===== src/sv/ese_pkg.sv =====
`timescale 1ns / 1ps
// ----------------------------------------------------------------------------
// ese_pkg
// Shared widths, control word layout and microcode store for the encoder
// speed estimator.
// ----------------------------------------------------------------------------
package ese_pkg;

    localparam int GAIN_W  = 16;
    localparam int ALPHA_W = 17;
    localparam int RAW_W   = 22;
    localparam int FV_W    = 38;
    localparam int MA_W    = 23;
    localparam int MB_W    = 18;
    localparam int P_W     = MA_W + MB_W;
    localparam int ACC_W   = 40;
    localparam int STEP_W  = 2;

    localparam int RAW_MAX = 2 ** (RAW_W - 1) - 1;
    localparam int RAW_MIN = -(2 ** (RAW_W - 1));

    localparam logic [ALPHA_W-1:0] ONE_Q16 = ALPHA_W'(65536);

    localparam logic [GAIN_W-1:0]  GAIN_RESET  = GAIN_W'(94);
    localparam logic [ALPHA_W-1:0] ALPHA_RESET = ALPHA_W'(6554);

    // register indexes
    localparam logic CFG_SPEED_GAIN   = 1'b0;
    localparam logic CFG_FILTER_ALPHA = 1'b1;

    // multiplier operand A
    localparam logic [1:0] A_DELTA = 2'd0;
    localparam logic [1:0] A_FLO   = 2'd1;
    localparam logic [1:0] A_FHI   = 2'd2;
    localparam logic [1:0] A_RAW   = 2'd3;

    // multiplier operand B
    localparam logic [1:0] B_GAIN      = 2'd0;
    localparam logic [1:0] B_ONE_MINUS = 2'd1;
    localparam logic [1:0] B_ALPHA     = 2'd2;

    // accumulator ops
    localparam logic [1:0] ACC_HOLD  = 2'd0;
    localparam logic [1:0] ACC_LOAD  = 2'd1;
    localparam logic [1:0] ACC_ADD   = 2'd2;

    // jump conditions
    localparam logic JC_NEXT     = 1'b0;
    localparam logic JC_OUT_FREE = 1'b1;

    // step addresses
    localparam logic [STEP_W-1:0] STEP_DELTA = 2'd0;
    localparam logic [STEP_W-1:0] STEP_GAIN  = 2'd1;
    localparam logic [STEP_W-1:0] STEP_HIGH  = 2'd2;
    localparam logic [STEP_W-1:0] STEP_ALPHA = 2'd3;

    typedef struct packed {
        logic [1:0]        a_sel;
        logic [1:0]        b_sel;
        logic [1:0]        acc_op;
        logic              ld_delta;
        logic              ld_tmp;
        logic              ld_raw;
        logic              finish;
        logic              jmp_cond;
        logic [STEP_W-1:0] jmp_target;
    } ese_ctrl_t;

    localparam ese_ctrl_t CTRL_NOP = '{
        a_sel: A_DELTA, b_sel: B_GAIN, acc_op: ACC_HOLD,
        ld_delta: 1'b0, ld_tmp: 1'b0, ld_raw: 1'b0, finish: 1'b0,
        jmp_cond: JC_NEXT, jmp_target: STEP_DELTA
    };

    // Program:
    //   DELTA: wrap angle change;       acc  = (1-a)*f_lo >> 16
    //   GAIN : tmp  = delta*gain
    //   HIGH : raw  = sat(tmp >>> 8);   acc += (1-a)*f_hi
    //   ALPHA: acc += a*raw; write back, jump to DELTA once output is free
    function automatic ese_ctrl_t ese_rom(input logic [STEP_W-1:0] step);
        ese_ctrl_t c;
        c = CTRL_NOP;
        case (step)
            STEP_DELTA:
            begin
                c.a_sel    = A_FLO;
                c.b_sel    = B_ONE_MINUS;
                c.acc_op   = ACC_LOAD;
                c.ld_delta = 1'b1;
            end
            STEP_GAIN:
            begin
                c.a_sel  = A_DELTA;
                c.b_sel  = B_GAIN;
                c.ld_tmp = 1'b1;
            end
            STEP_HIGH:
            begin
                c.a_sel  = A_FHI;
                c.b_sel  = B_ONE_MINUS;
                c.acc_op = ACC_ADD;
                c.ld_raw = 1'b1;
            end
            STEP_ALPHA:
            begin
                c.a_sel      = A_RAW;
                c.b_sel      = B_ALPHA;
                c.acc_op     = ACC_ADD;
                c.finish     = 1'b1;
                c.jmp_cond   = JC_OUT_FREE;
                c.jmp_target = STEP_DELTA;
            end
            default:
            begin
                c = CTRL_NOP;
            end
        endcase
        return c;
    endfunction

endpackage


===== src/sv/ese_sequencer.sv =====
`timescale 1ns / 1ps
// ----------------------------------------------------------------------------
// ese_sequencer
// Step counter over the microcode store; issues one control word per cycle
// while busy and not held by a stalled output, and owns the input handshake.
// ----------------------------------------------------------------------------
module ese_sequencer (
    input  logic              clk,
    input  logic              rst_n,
    input  logic              in_valid,
    input  logic              out_free,
    output logic              in_ready,
    output ese_pkg::ese_ctrl_t ctrl
);
    import ese_pkg::*;

    logic              busy_reg;
    logic              busy_next;
    logic [STEP_W-1:0] step_reg;
    logic [STEP_W-1:0] step_next;
    ese_ctrl_t         word;
    logic              cond_ok;
    logic              start;

    assign word    = ese_rom(step_reg);
    assign cond_ok = (word.jmp_cond == JC_NEXT) || out_free;

    // next transaction may land on the edge that retires the current one
    assign in_ready = !busy_reg || (word.finish && cond_ok);
    assign start    = in_valid && in_ready;

    assign ctrl = (busy_reg && cond_ok) ? word : CTRL_NOP;

    always_comb
    begin
        busy_next = busy_reg;
        step_next = step_reg;
        if (!busy_reg)
        begin
            busy_next = start;
            step_next = STEP_DELTA;
        end
        else if (cond_ok)
        begin
            if (word.jmp_cond == JC_NEXT)
                step_next = step_reg + STEP_W'(1);
            else
                step_next = word.jmp_target;
            if (word.finish)
                busy_next = start;
        end
    end

    always_ff @(posedge clk or negedge rst_n)
    begin
        if (!rst_n)
        begin
            busy_reg <= 1'b0;
            step_reg <= STEP_DELTA;
        end
        else
        begin
            busy_reg <= busy_next;
            step_reg <= step_next;
        end
    end

endmodule


===== src/sv/encoder_speed_estimator.sv =====
`timescale 1ns / 1ps
// ----------------------------------------------------------------------------
// encoder_speed_estimator
// Per-channel angle assembly, wrapped delta, gain scaling and EMA smoothing.
// ----------------------------------------------------------------------------
// Each reading runs a four-step microcode program that drives one
// shared 23x18 signed multiplier (delta*gain, two partial products of the
// filter state times 1-alpha, alpha*raw). A new reading is accepted on the
// cycle the previous one retires into the output register, so back-to-back
// readings run with no idle step between them while results are drained promptly; a
// stalled output holds the last step. Angle and filter state are kept per
// channel and clear to zero on reset, so the first reading may show a jump.
module encoder_speed_estimator #(
    parameter int CHANNELS   = 2,
    parameter int ANGLE_BITS = 14
) (
    input  logic                         clk,
    input  logic                         rst_n,
    input  logic                         in_valid,
    output logic                         in_ready,
    input  logic                         channel,
    input  logic [7:0]                   angle_high_byte,
    input  logic [7:0]                   angle_low_byte,
    output logic                         out_valid,
    input  logic                         out_ready,
    output logic                         channel_out,
    output logic [ANGLE_BITS-1:0]        angle_counts,
    output logic signed [21:0]           raw_speed,
    output logic signed [21:0]           smoothed_speed,
    input  logic                         cfg_valid,
    output logic                         cfg_ready,
    input  logic                         cfg_index,
    input  logic [16:0]                  cfg_data
);
    import ese_pkg::*;

    localparam int CH_W = (CHANNELS > 1) ? $clog2(CHANNELS) : 1;
    localparam int DW   = ANGLE_BITS + 1;
    localparam int DW2  = ANGLE_BITS + 2;
    localparam logic signed [DW2-1:0] FULL = DW2'(2 ** ANGLE_BITS);
    localparam logic signed [DW2-1:0] HALF = DW2'(2 ** (ANGLE_BITS - 1));

    // configuration
    logic [GAIN_W-1:0]  speed_gain_reg;
    logic [ALPHA_W-1:0] filter_alpha_reg;

    // per-channel state
    logic [ANGLE_BITS-1:0] prev_angle_reg [CHANNELS];
    logic signed [FV_W-1:0] filter_value_reg [CHANNELS];

    // working registers
    logic [CH_W-1:0]        ch_reg;
    logic [ANGLE_BITS-1:0]  angle_reg;
    logic signed [DW-1:0]   delta_reg;
    logic signed [P_W-1:0]  tmp_reg;
    logic signed [RAW_W-1:0] raw_reg;
    logic signed [ACC_W-1:0] acc_reg;
    logic signed [ACC_W-1:0] acc_next;

    // output register
    logic                    out_valid_reg;
    logic                    channel_out_reg;
    logic [ANGLE_BITS-1:0]   angle_counts_reg;
    logic signed [RAW_W-1:0] raw_speed_reg;
    logic signed [RAW_W-1:0] smoothed_speed_reg;

    ese_ctrl_t ctrl;
    logic      out_free;
    logic      start;

    logic [15:0]             byte_pair;
    logic [ANGLE_BITS-1:0]   angle_in;
    logic [CH_W-1:0]         ch_in;
    logic [ANGLE_BITS-1:0]   prev_cur;
    logic signed [FV_W-1:0]  fv_cur;
    logic signed [DW2-1:0]   diff;
    logic signed [DW2-1:0]   wrapped;
    logic [ALPHA_W-1:0]      alpha_eff;
    logic [ALPHA_W-1:0]      one_minus_a;
    logic signed [MA_W-1:0]  mul_a;
    logic signed [MB_W-1:0]  mul_b;
    logic signed [P_W-1:0]   prod;
    logic signed [P_W-1:0]   scaled;
    logic signed [P_W-1:0]   sat_hi;
    logic signed [P_W-1:0]   sat_lo;
    logic signed [RAW_W-1:0] raw_sat;

    assign out_free  = !out_valid_reg || out_ready;
    assign start     = in_valid && in_ready;
    assign cfg_ready = 1'b1;

    ese_sequencer u_seq (
        .clk      (clk),
        .rst_n    (rst_n),
        .in_valid (in_valid),
        .out_free (out_free),
        .in_ready (in_ready),
        .ctrl     (ctrl)
    );

    // angle = high bits from the first byte, low bits from the top of the second
    assign byte_pair = {angle_high_byte, angle_low_byte};
    assign angle_in  = ANGLE_BITS'(byte_pair >> (16 - ANGLE_BITS));
    assign ch_in     = (CHANNELS > 1) ? CH_W'(channel) : '0;

    assign prev_cur = prev_angle_reg[ch_reg];
    assign fv_cur   = filter_value_reg[ch_reg];

    always_comb
    begin
        diff = $signed(DW2'(angle_reg)) - $signed(DW2'(prev_cur));
        if (diff > HALF)
            wrapped = diff - FULL;
        else if (diff < -HALF)
            wrapped = diff + FULL;
        else
            wrapped = diff;
    end

    assign alpha_eff   = (filter_alpha_reg > ONE_Q16) ? ONE_Q16 : filter_alpha_reg;
    assign one_minus_a = ONE_Q16 - alpha_eff;

    always_comb
    begin
        case (ctrl.a_sel)
            A_DELTA: mul_a = MA_W'(delta_reg);
            A_FLO:   mul_a = $signed(MA_W'(fv_cur[15:0]));
            A_FHI:   mul_a = MA_W'($signed(fv_cur[FV_W-1:16]));
            A_RAW:   mul_a = MA_W'(raw_reg);
            default: mul_a = '0;
        endcase
        case (ctrl.b_sel)
            B_GAIN:      mul_b = $signed(MB_W'(speed_gain_reg));
            B_ONE_MINUS: mul_b = $signed(MB_W'(one_minus_a));
            B_ALPHA:     mul_b = $signed(MB_W'(alpha_eff));
            default:     mul_b = '0;
        endcase
    end

    assign prod = mul_a * mul_b;

    always_comb
    begin
        case (ctrl.acc_op)
            ACC_LOAD: acc_next = ACC_W'(prod >>> 16);
            ACC_ADD:  acc_next = acc_reg + ACC_W'(prod);
            default:  acc_next = acc_reg;
        endcase
    end

    // floor(delta*gain / 256), clamped to the raw speed range
    assign scaled = tmp_reg >>> 8;
    assign sat_hi = P_W'(RAW_MAX);
    assign sat_lo = P_W'(RAW_MIN);
    always_comb
    begin
        if (scaled > sat_hi)
            raw_sat = RAW_W'(sat_hi);
        else if (scaled < sat_lo)
            raw_sat = RAW_W'(sat_lo);
        else
            raw_sat = RAW_W'(scaled);
    end

    always_ff @(posedge clk or negedge rst_n)
    begin
        if (!rst_n)
        begin
            speed_gain_reg   <= GAIN_RESET;
            filter_alpha_reg <= ALPHA_RESET;
        end
        else if (cfg_valid)
        begin
            case (cfg_index)
                CFG_SPEED_GAIN:   speed_gain_reg   <= cfg_data[GAIN_W-1:0];
                CFG_FILTER_ALPHA: filter_alpha_reg <= cfg_data;
                default:          speed_gain_reg   <= speed_gain_reg;
            endcase
        end
    end

    always_ff @(posedge clk or negedge rst_n)
    begin
        if (!rst_n)
        begin
            for (int i = 0; i < CHANNELS; i++)
            begin
                prev_angle_reg[i]   <= '0;
                filter_value_reg[i] <= '0;
            end
        end
        else if (ctrl.finish)
        begin
            prev_angle_reg[ch_reg]   <= angle_reg;
            filter_value_reg[ch_reg] <= FV_W'(acc_next);
        end
    end

    always_ff @(posedge clk)
    begin
        if (start)
        begin
            ch_reg    <= ch_in;
            angle_reg <= angle_in;
        end
        if (ctrl.ld_delta)
            delta_reg <= DW'(wrapped);
        if (ctrl.ld_tmp)
            tmp_reg <= prod;
        if (ctrl.ld_raw)
            raw_reg <= raw_sat;
        acc_reg <= acc_next;
        if (ctrl.finish)
        begin
            channel_out_reg    <= ch_reg[0];
            angle_counts_reg   <= angle_reg;
            raw_speed_reg      <= raw_reg;
            smoothed_speed_reg <= acc_next[16 +: RAW_W];
        end
    end

    always_ff @(posedge clk or negedge rst_n)
    begin
        if (!rst_n)
            out_valid_reg <= 1'b0;
        else if (ctrl.finish)
            out_valid_reg <= 1'b1;
        else if (out_ready)
            out_valid_reg <= 1'b0;
    end

    assign out_valid      = out_valid_reg;
    assign channel_out    = channel_out_reg;
    assign angle_counts   = angle_counts_reg;
    assign raw_speed      = raw_speed_reg;
    assign smoothed_speed = smoothed_speed_reg;

endmodule

===== config.mk =====
export PLATFORM = sky130hd
export DESIGN_NAME = encoder_speed_estimator
export DESIGN_NICKNAME = d
export VERILOG_FILES = /design/src/sv/ese_pkg.sv /design/src/sv/ese_sequencer.sv /design/src/sv/encoder_speed_estimator.sv
export SDC_FILE = /design/constraint.sdc
export NUM_CORES = 1
export LEC_CHECK = 0
export ABC_AREA = 0
export BUFFER_PORTS_ARGS = -buffer_cell sky130_fd_sc_hd__buf_2
export CORE_MARGIN = 1
export CORE_UTILIZATION = 45
export DETAILED_ROUTE_END_ITERATION = 16
export GPL_TIMING_DRIVEN = 0
export MAX_ROUTING_LAYER = met4
export PLACE_DENSITY = 0.68
export SETUP_SLACK_MARGIN = 0.4
export SYNTH_ARGS = -nofsm -noshare
export SYNTH_HDL_FRONTEND = slang
export SYNTH_HIERARCHICAL = 1
export SYNTH_SLANG_ARGS = --single-unit

===== constraint.sdc =====
create_clock -name clk -period 11.8 [get_ports clk]
set_clock_uncertainty 0.05 [all_clocks]
set_input_delay 2.36 -clock clk [delete_from_list [all_inputs] [get_ports clk]]
set_output_delay 2.36 -clock clk [all_outputs]
set_load 0.01 [all_outputs]

* Word-level counts from Yosys, hierarchy flattened
Index checks and enable logic that the tools add are counted.
Word-level totals: output and inout port bits 62, logic and storage cells 99, input port bits 40, register bits after elaboration 333
Cells by class: bitwise operators 3, reduce and logical (&&, ||, !) cells 17, add/sub/neg operators 6, $lt $le $gt $ge 7, $mul 1, muxes and demuxes 34, equality and inequality tests 11
Operators with widths (count):
- 38-bit 2-to-1 mux | 4
- 23-bit case mux with 4 select lines | 1
- 40-bit case mux with 2 select lines | 1
- 76-bit bitwise mux | 1
- 14-bit 2-to-1 mux | 4
- 17-bit case mux with 3 select lines | 1
- 23-bit by 18-bit multiplier with 41-bit output | 1
- 40-bit adder | 1
- 38-bit demux with 1-bit select | 1
- 33-bit by 22-bit greater-than comparator with 1-bit output, second input constant | 1
- 33-bit by 22-bit < comparator with 1-bit output, second input constant | 1
- 15-bit 2-to-1 mux | 2
- 28-bit bitwise mux | 1
- 22-bit 2-to-1 mux | 1
- 17-bit greater-than comparator, second input constant | 1
- 17-bit 2-to-1 mux | 1
- 17-bit subtractor, first input constant | 1
- 4-bit case mux with 4 select lines | 1
- 15-bit adder, second input constant | 1
- 15-bit greater-than comparator, second input constant | 1
- 15-bit by 14-bit < comparator with 1-bit output, second input constant | 1
- 14-bit by 14-bit subtractor with 15-bit output | 1
- 15-bit subtractor, second input constant | 1
- 14-bit demux with 1-bit select | 1
- 20 further kinds | 48

* Logic depth before layout (Yosys ltp)
depth after elaboration 12, mapped depth 45, gate-level depth less buffers 41

* Cells and area by module
The synthesis kept the hierarchy.
Modules (own cells, without submodules):
- encoder_speed_estimator | sequential area each 8553.2 µm², area an instance 29781.1 µm², times used 1, cells an instance 3096
- ese_sequencer | sequential area each 75.1 µm², area an instance 321.6 µm², times used 1, cells an instance 38

* Worst setup path after synthesis
Ideal clock, no wire load.
kind input to register, start input port out_ready, end register smoothed_speed_reg[21], in the netlist smoothed_speed[21], data pin, path buffers 3, data arrival time 11.273 ns, setup slack 0.214 ns, required time 11.487 ns, stages on the path 39, library setup time 0.263 ns, path through nand2b_1 -> nand2_1 -> a21oi_1 -> buf_4 -> clkbuf_1 -> inv_1 -> a22oi_1 -> mux2i_1 -> o21a_1 -> a221oi_1 -> clkbuf_1 -> nor2_1 -> ha_1 -> inv_1 -> fa_1 -> inv_1 -> fa_1 -> fa_1 -> [3 not listed] -> inv_1 -> ha_1 -> and3_1 -> o22ai_1 -> or2_1 -> or3_1 -> nand2b_1 -> xor2_1 -> ha_1 -> and2_1 -> nand3_1 -> nor4_1 -> a21oi_1 -> or3_1 -> a21oi_1 -> xnor2_1 -> a21o_1 -> a211o_1
RTL lines:
- start: declaration | line encoder_speed_estimator.sv:25 | input logic out_ready,
- end signal: assignment | line encoder_speed_estimator.sv:218 | smoothed_speed_reg <= acc_next[16 +: RAW_W];
- end: declaration | line encoder_speed_estimator.sv:65 | logic signed [RAW_W-1:0] smoothed_speed_reg;

==> results.sh <==
export IMPL_syn_to_final_growth_pct=19.3
export IMPL_clock_sinks=323
export IMPL_drt_first_pass_iters=12
export IMPL_grt_usage=0.276
export IMPL_failed_checks="DRC"
export IMPL_hold_violations=0
export IMPL_maxSlewViolCount=0
export IMPL_fp_dieH_um=261
export IMPL_seqCellArea_um2=8630
export IMPL_worstSkewPairLatency_ns=0.57
export IMPL_endpoint="filter_value_reg[75]$_DFFE_PN0P_"
export IMPL_clock_fmax_mhz=88.5
export IMPL_r2r_worst_path_cells=43
export IMPL_critPathCaptureType="flip-flop"
export IMPL_status="complete, but fails checks"
export IMPL_antenna_found_initial=1
export IMPL_fin_crit_ns=11.29
export IMPL_r2r_end="filter_value_reg[75]$_DFFE_PN0P_"
export IMPL_startpoint_type="input port"
export IMPL_crit_path_max_fanout=10
export IMPL_port_buffers=98
export IMPL_drt_iter0_drc=1911
export IMPL_cts_tree="done"
export IMPL_clk_pin_slew_ns=0.06
export IMPL_r2r_start="filter_alpha_reg[16]$_DFFE_PN0P_"
export IMPL_final_hold_worst_slack_ns=0.405
export IMPL_placed_area_um2=31800
export IMPL_rsz0062_at_grt="yes"
export IMPL_fin_area_um2=35900
export IMPL_dieWidth_um=261
export IMPL_hold_buffers=0
export IMPL_coreArea_um2=66000
export IMPL_via_count=23559
export IMPL_clockRootBuffer="clkbuf_16"
export IMPL_finalSetupViolCount=0
export IMPL_clockBufferDepth=3
export IMPL_first_global_vias=23121
export IMPL_diodes=0
export IMPL_synth_fp_nets=3710
export IMPL_cpPeakStageDelay_ns=0.55
export IMPL_htreeDepth=2
export IMPL_drc=2
export IMPL_slowest_stage="fa_1"
export IMPL_tightest_slew_ns=1.12
export IMPL_largest_reg_flops=76
export IMPL_detail_route_wl_per_cell_um=20.9
export IMPL_synth_area_um2=30100
export IMPL_cts_buffers=37
export IMPL_overflow=0
export IMPL_startpoint="out_ready"
export IMPL_grt_max_degree=97
export IMPL_syn_avg_cell_area_um2=9.61
export IMPL_cpMostUsedCell="fa_1"
export IMPL_nets=3965
export IMPL_place_congestion=0.967
export IMPL_post_place_ws_ns=-2.36
export IMPL_dieArea_um2=67900
export IMPL_grt_pass1_wl_um=137000
export IMPL_r2r_slack_ns=0.73
export IMPL_ys_warn_count=6
export IMPL_drive_gt1_frac=0.200
export IMPL_worst_setup_path_type="input port to flip-flop"
export IMPL_setup_ws_ns=0.505
export IMPL_max_slew_margin=0.252
export IMPL_critPathRequiredTime_ns=12.24
export IMPL_hpwl_um=69800
export IMPL_initial_core_util=0.456
export IMPL_hold_class="flip-flop to flip-flop"
export IMPL_arrival_ns=11.73
export IMPL_drt_wl_total_um=89600
export IMPL_ant_nets=0
export IMPL_nFillCells=5753
export IMPL_max_cap_violations=0
export IMPL_fin_crit_sh=0.957
export IMPL_syn_inst=3131
export IMPL_fp_row_count=94
export IMPL_multi_input_area_um2=20700
export IMPL_ios=102
export IMPL_via_per_inst=5.51
[stage by stage]
step | utilization | instances | setup TNS, ns
finish | 0.544 | 4279 | 0
global route | 0.544 | 4279 | 0
CTS | 0.520 | 4218 | 0
detailed placement | 0.481 | 4096 | -151.09
global placement | 0.480 | 4093 | -153.40
floorplan | - | 3131 | 0
[final cells by class]
type / count / area share
Clock inverter: 17 / 0.00502
Sequential cell: 323 / 0.240
Tap cell: 864 / 0.0301
Buffer: 131 / 0.0234
Multi-Input combinational cell: 2181 / 0.577
Inverter: 496 / 0.0520
Timing Repair Buffer: 216 / 0.0431
Clock buffer: 51 / 0.0284
[timing repair]
action	4_1_cts	5_1_grt
gates resized for setup	235	240
endpoints found under the setup margin	106	78
gates cloned	0	1
setup buffers	54	60
pin swaps	34	99
[worst min-delay path by stage]
stage	slack (ns)	start	to	cells past startpoint
final	0.41	raw_reg[8]$_SDFFCE_PN1P_	raw_speed[8]$_DFFE_PP_	0
after global routing	0.42	raw_reg[8]$_SDFFCE_PN1P_	raw_speed[8]$_DFFE_PP_	0
after CTS	0.41	raw_reg[8]$_SDFFCE_PN1P_	raw_speed[8]$_DFFE_PP_	0
after detailed placement	0.39	raw_reg[8]$_SDFFCE_PN1P_	raw_speed[8]$_DFFE_PP_	0
after global placement	0.38	ch_reg$_DFFE_PP_	channel_out$_DFFE_PP_	0
after floorplan	0.37	raw_reg[2]$_SDFFCE_PN1P_	raw_speed[2]$_DFFE_PP_	0
[routing by layer]
metal,vias to the layer above,wire [µm],global-route usage
met3,141,7510,0.0425
met5,-,0,-
met1,11826,37400,0.374
li1,10641,-,-
met2,951,42300,0.434
met4,0,2400,0.0681
[cells in the final DEF (no fill, tap or decap), types with 101 or more instances in the layout]
cell,n
inv_1,485
buf_4,120
dfrtp_1,129
nand2_1,451
nor2_1,215
fa_1,369
edfxtp_1,144
buf_2,110
ha_1,124
o21ai_0,101
[worst max-delay path, delay by kind of cell]
kind                     cells  cell delay [ns]
adder cells (fa/ha/maj)      8             3.40
AO/OA/AOI/OAI               12             2.37
buffers and inverters       12             1.61
AND/OR/NAND/NOR              7             1.22
XOR/XNOR                     2             0.37
multiplexers                 2             0.36
Power is left out: the tool's default activity adds up to more than one toggle a clock period on the data nets, which glitch-free logic cannot reach.
